File: config.mk
export PLATFORM = sky130hd
export DESIGN_NAME = chrs_cap_mem
export DESIGN_NICKNAME = d
export VERILOG_FILES = /design/src/sv/chrs_pkg.sv /design/src/sv/chrs_cap_mem.sv
export SDC_FILE = /design/constraint.sdc
export NUM_CORES = 1
export LEC_CHECK = 0
export ABC_AREA = 1
export ABC_CLOCK_PERIOD_IN_PS = 2040
export BUFFER_PORTS_ARGS = -buffer_cell sky130_fd_sc_hd__buf_2
export CAP_MARGIN = 5
export CORE_MARGIN = 5
export CORE_UTILIZATION = 44
export CTS_BUF_LIST = sky130_fd_sc_hd__clkbuf_2 sky130_fd_sc_hd__clkbuf_4 sky130_fd_sc_hd__clkbuf_8
export DETAILED_ROUTE_END_ITERATION = 10
export PLACE_DENSITY = 0.62
export REMOVE_ABC_BUFFERS = 1
export SLEW_MARGIN = 20
export SYNTH_ARGS = -nofsm -noshare
export SYNTH_HDL_FRONTEND = slang
export SYNTH_SLANG_ARGS = --single-unit
File: constraint.sdc
create_clock -name clk -period 2.04 [get_ports clk]
set_input_delay 0.204 -clock clk [delete_from_list [all_inputs] [get_ports clk]]
set_output_delay 0.204 -clock clk [all_outputs]
set_load 0.01 [all_outputs]
File: src/sv/chrs_pkg.sv
package chrs_pkg;

	localparam int DEF_MAX_POINTS   = 4096;
	localparam int DEF_MAX_SERVERS  = 64;
	localparam int DEF_MAX_REPLICAS = 8;

	// hard limit on picks per lookup, set by the 3-bit replica_index field
	localparam int OUT_LIMIT = 8;

	localparam int POINT_W   = 32;
	localparam int SERVER_W  = 6;
	localparam int CAP_W     = 16;
	localparam int PCOUNT_W  = 13;
	localparam int SCOUNT_W  = 7;
	localparam int CFG_IDX_W = 2;
	localparam int CFG_DAT_W = 13;

	typedef enum logic [1:0] {
		REQ_RING_WR = 2'd0,
		REQ_CAP_WR  = 2'd1,
		REQ_LOOKUP  = 2'd2,
		REQ_NONE    = 2'd3
	} req_type_t;

	typedef enum logic [CFG_IDX_W-1:0] {
		REG_POINT_COUNT = 2'd0,
		REG_SERVER_COUNT = 2'd1,
		REG_CAP_ENABLE  = 2'd2,
		REG_UNUSED      = 2'd3
	} cfg_reg_t;

	typedef enum logic {
		STATUS_OK        = 1'b0,
		STATUS_EXHAUSTED = 1'b1
	} status_t;

	typedef enum logic [2:0] {
		ST_IDLE,
		ST_SCAN_RD,
		ST_SCAN_CHK,
		ST_WALK_RD,
		ST_WALK_CAP,
		ST_WALK_CHK,
		ST_EMIT
	} state_t;

	typedef struct packed {
		logic [1:0]          req_type;
		logic [11:0]         entry_index;
		logic [POINT_W-1:0]  entry_point;
		logic [SERVER_W-1:0] server_select;
		logic [CAP_W-1:0]    capacity_value;
		logic [POINT_W-1:0]  key_position;
		logic [3:0]          replica_count;
	} req_item_t;

	typedef struct packed {
		logic [SERVER_W-1:0] pick_server;
		logic [SERVER_W-1:0] lead_server;
		logic [2:0]          replica_index;
		logic                status;
		logic                last;
	} result_item_t;

endpackage

File: src/sv/chrs_cap_mem.sv
module chrs_cap_mem
	import chrs_pkg::*;
#(
	parameter int DEPTH = DEF_MAX_SERVERS
) (
	input  logic                     clk,
	input  logic                     arst_n,
	input  logic                     wr_en,
	input  logic [$clog2(DEPTH)-1:0] wr_addr,
	input  logic [CAP_W-1:0]         wr_data,
	input  logic [$clog2(DEPTH)-1:0] rd_addr,
	output logic [CAP_W-1:0]         rd_data
);

	logic [CAP_W-1:0] mem [DEPTH];
	logic [DEPTH-1:0] valid_q;
	logic [CAP_W-1:0] rd_q;

	// entries not written since reset read as zero capacity
	always_ff @(posedge clk or negedge arst_n) begin
		if (!arst_n) begin
			valid_q <= '0;
		end else if (wr_en) begin
			valid_q[wr_addr] <= 1'b1;
		end
	end

	always_ff @(posedge clk) begin
		if (wr_en) begin
			mem[wr_addr] <= wr_data;
		end
		rd_q <= valid_q[rd_addr] ? mem[rd_addr] : '0;
	end

	assign rd_data = rd_q;

endmodule

**Yosys cells after proc, flatten, opt, wreduce, memory -nomap -nowiden**

Memory sizes are Yosys's and may differ from the RTL's. A register that Yosys moved wholly into a read port is not among the register bits.
Index checks and enable logic that the tools add are counted.
W data, S select, Z words.

- Memories: 1
- RAM bits: 1,024
- Bits of input ports: 31
- Register bits after elaboration: 64
- Word-level logic and storage cells: 14

- Reduce and logical (&&, ||, !) cells: 2
- Magnitude comparators: 3
- Mux-type cells: 6
- Bitwise operators: 1

Memory list:

| name | words | width | rd ports | clocked after Yosys merged registers in | write ports | line | RTL |
|---|---|---|---|---|---|---|---|
| mem | 64 | 16 | 1 | 1 | 1 | chrs_cap_mem.sv:15 | `logic [CAP_W-1:0] mem [DEPTH];` |

Operators with widths:

| cell | number |
|---|---|
| $or A64 B64 Y64 | 1 |
| $lt A6 B7 Y1 const B | 2 |
| $bmux W1 S6 | 1 |
| $demux W1 S6 | 1 |
| $ge A6 B1 Y1 const B | 1 |
| $mux W1 | 4 |
| $logic_and A1 B1 Y1 | 1 |
| $logic_not A1 Y1 | 1 |

**Depth between registers and ports, before layout**

- Depth in word-level cells: 5
- Mapped depth: 15

**Worst setup path after synthesis**

OpenSTA, ideal clock, no wires.

- Path type: input to register
- Start: input port wr_en
- End: memory mem[48][0], enable pin
- Cell stages on the path: 3
- Path slack: -763 ps
- Setup time: 433 ps
- Required time: 1,607 ps
- Arrival: 2,370 ps
- Buffers on the path: 1
- Cells stage by stage: clkbuf_1 -> nand4_1 -> nor4_1

- Longest elaborated chain between the ends: 2

RTL lines:

| element | line | RTL |
|---|---|---|
| from (decl) | chrs_cap_mem.sv:8 | `input logic wr_en,` |
| $mux W1 | chrs_cap_mem.sv:29 | `if (wr_en) begin` |
| $mux W1 (implied by the code) | chrs_cap_mem.sv:30 | `mem[wr_addr] <= wr_data;` |
| to (decl) | chrs_cap_mem.sv:15 |  |

No other way between the ends.

**Worst setup path after layout**

- Start: register rd_q[10], in the netlist rd_data[10] (read register of mem)
- End: output port rd_data[10]

RTL lines:

| element | line | RTL |
|---|---|---|
| from (decl) | chrs_cap_mem.sv:17 | `logic [CAP_W-1:0] rd_q;` |
| to (decl) | chrs_cap_mem.sv:12 | `output logic [CAP_W-1:0] rd_data` |

No word-level cell between the ends.

==> flow_summary.yaml <==
clock_network:
  cts_resized: 0
  ctsHoldBuffers: 20
  cts_inserted_buffers: 175
  clkTransAtPathRegs_ns: 0.07
  cts_sinks: 1104
  insertion_delay_ns: 0.83
  htreeDepth: 4
  cts_tree: "built"
  root_buffer: "clkbuf_8"
  cts_setup_buffers: 0
  clk_path_buf_depth: 3
setup_path:
  crit_path_top_delay_cell: "dfxtp_1"
  cp.arrival_ns: 1.55
  crit_path_start_kind: "flip-flop"
  crit_path_max_fanout: 1
  critPathKind: "reg -> out"
  cp.buffers_inverters: 1
  crit_chain: "buf_2"
  critPathMaxStageDelay_ns: 0.52
  cp_top_family: "flip-flops"
  cp.required_ns: 1.84
  end_kind: "output port"
synthesis:
  synth-seq-cells: 1104
  synthTopCellsByArea: "edfxtp_1 68%, nand2_1 12%, nand3_1 10%, dfrtp_1 3.6%, buf_6 1.9%"
  synth_cell_types: 24
  ys_warn_count: 0
  synth_area_mm2: 0.04504
  synth_top_area_frac: 0.6827
  ys_seq_area_frac: 0.7254
  syn_avg_cell_area_um2: 11.75
  synthCells: 3832
  yosysTopAreaCell: "edfxtp_1"
final_layout:
  fin_cells: 5619
  layout_commonest_cell: "nand2_1"
  nets: 4136
  drive_above_1_share: 0.1678
  stdcell_area_mm2: 0.05284
  final_util: 0.5194
  area_delta_synth_final_pct: 17.33
  most-common-layout-cells: "1397 x nand2_1, 1024 x edfxtp_1, 924 x nand3_1"
floorplan:
  core_area_mm2: 0.1017
  num_rows: 117
  start_util: 0.4427
  num_io_pins: 47
  die_x_um: 329.9
  die_height_um: 329.9
  die_area_mm2: 0.1089
global_routing:
  grt_pass1_vias: 29516
  grt_pass1_wl_um: 186300
  antenna_found_initial: 7
  grt_start_max_net_pins: 65
  grt_use_total: 0.2291
  overflow: 0
power:
  pwr-share-seq: 0.523
  power_density_mw_per_mm2: 917.3
  p_comb_frac: 0.078
  p_switching_mw: 11.28
  clockPowerShare: 0.399
  fin_total_pwr_mw: 48.48
  vdd_drop_max_mv: 0.4623
  leakagePower_nw: 19.91
  p_sw_frac: 0.2326
  internal_power_mw: 37.20
run:
  cap_violations: 0
worst_hold_path:
  hold_path_class: "in -> reg"
placed_design:
  dp_hpwl_um: 73470
  dpl-instance-area_mm2: 0.04899
  place_congestion: 0.8435
  io_buffers: 46
  preCtsSetupSlack_ns: -0.01868
  dp.cells: 5276
sta:
  tns_ns: 0
  slew-limit-headroom: 0.4418
  final.period_utilization: 0.8588
  worst_slew_pin_slew_ns: 0.8373
  min_period_ns: 1.752
  hold_slack_ns: 0.07594
  max_freq_ghz: 0.5708
  drv_slew: 0
  skew_ns: 0.04024
  fin_ws_ns: 0.2881
  finalHoldViolations: 0
  setup_viol: 0
  rsz0062_at_grt: "no"
route:
  routedWlPerCell_um: 22.22
  dr.pass1.iters: 6
  drt_iter0_drc: 3470
  route.detailed.drc: 0
  wirelength_um: 124800
  vias_per_cell: 5.380
  ant_nets: 0
  vias: 30229
run_status:
  run_status: "finished, final reports clean"
-- synthesized netlist by cell type --
library cell  number
buf_12             1
clkbuf_1          42
inv_1             14
nand2_1         1397
dfrtp_1           64
o21ai_0            2
buf_4             30
inv_2             10
dfxtp_1           16
nand4_1            2
buf_8              1
buf_6             74
buf_1             28
inv_4              1
nor2_1            56
buf_2             62
clkinv_1           4
edfxtp_1        1024
nor3_1             7
a21oi_1            1
nor4_1             8
nand2_2            1
nand3_1          924
or2_2             63
-- power by group through the flow --
stage	logic, mW	clock network, mW	registers [mW]
3_5_place_dp	3.74	0	25.8
6_report	3.79	19.3	25.3
5_1_grt	4.11	20.7	25.4
2_1_floorplan	1.59	0	25.7
4_1_cts	3.78	19.7	25.3
3_3_place_gp	3.69	0	25.8
-- kinds of logic after synthesis --
group,synth area share
simple gates,0.2348
flops,0.7254
compound gates,0.0003333
buf+inv,0.03947
-- state kept, by name, summed over array words and instances, names as in the netlist --
register	flops
mem	1024
rd_data	16
valid_q	64
-- final cells by class --
cell class,count,area [µm²]
diodes,2,5.005
multi-input cells,2461,10670
inverters,29,135.1
clock buffers,282,3349
flip-flops and latches,1104,32670
fillers,8645,48900
clock inverters,39,292.8
repair buffers,334,4008
well taps,1368,1712
-- routing by layer --
layer | global-route usage | vias to the layer above | share of wire
met5 | 0 | - | 0
met2 | 0.3611 | 1274 | 0.46
li1 | - | 13956 | -
met3 | 0.05443 | 225 | 0.089
met4 | 0.07767 | 0 | 0.031
met1 | 0.3158 | 14774 | 0.42
-- worst paths after layout --
path / slack [ns] / startpoint / endpoint / depth (start not counted)
worst min register to register: 0.47 / valid_q[41]$_DFFE_PN0P_ / valid_q[41]$_DFFE_PN0P_ / 1
max in group asynchronous: 1.22 / arst_n / valid_q[58]$_DFFE_PN0P_ / 4
worst max register to register: 0.37 / mem[50][10]$_DFFE_PP_ / rd_data[10]$_SDFF_PN0_ / 11
worst max-delay path: 0.29 / rd_data[10]$_SDFF_PN0_ / rd_data[10] / 1
min in group asynchronous: 0.57 / arst_n / valid_q[9]$_DFFE_PN0P_ / 4
worst min-delay path: 0.08 / wr_addr[0] / mem[54][8]$_DFFE_PP_ / 3
(Power assumes the default switching activity.)
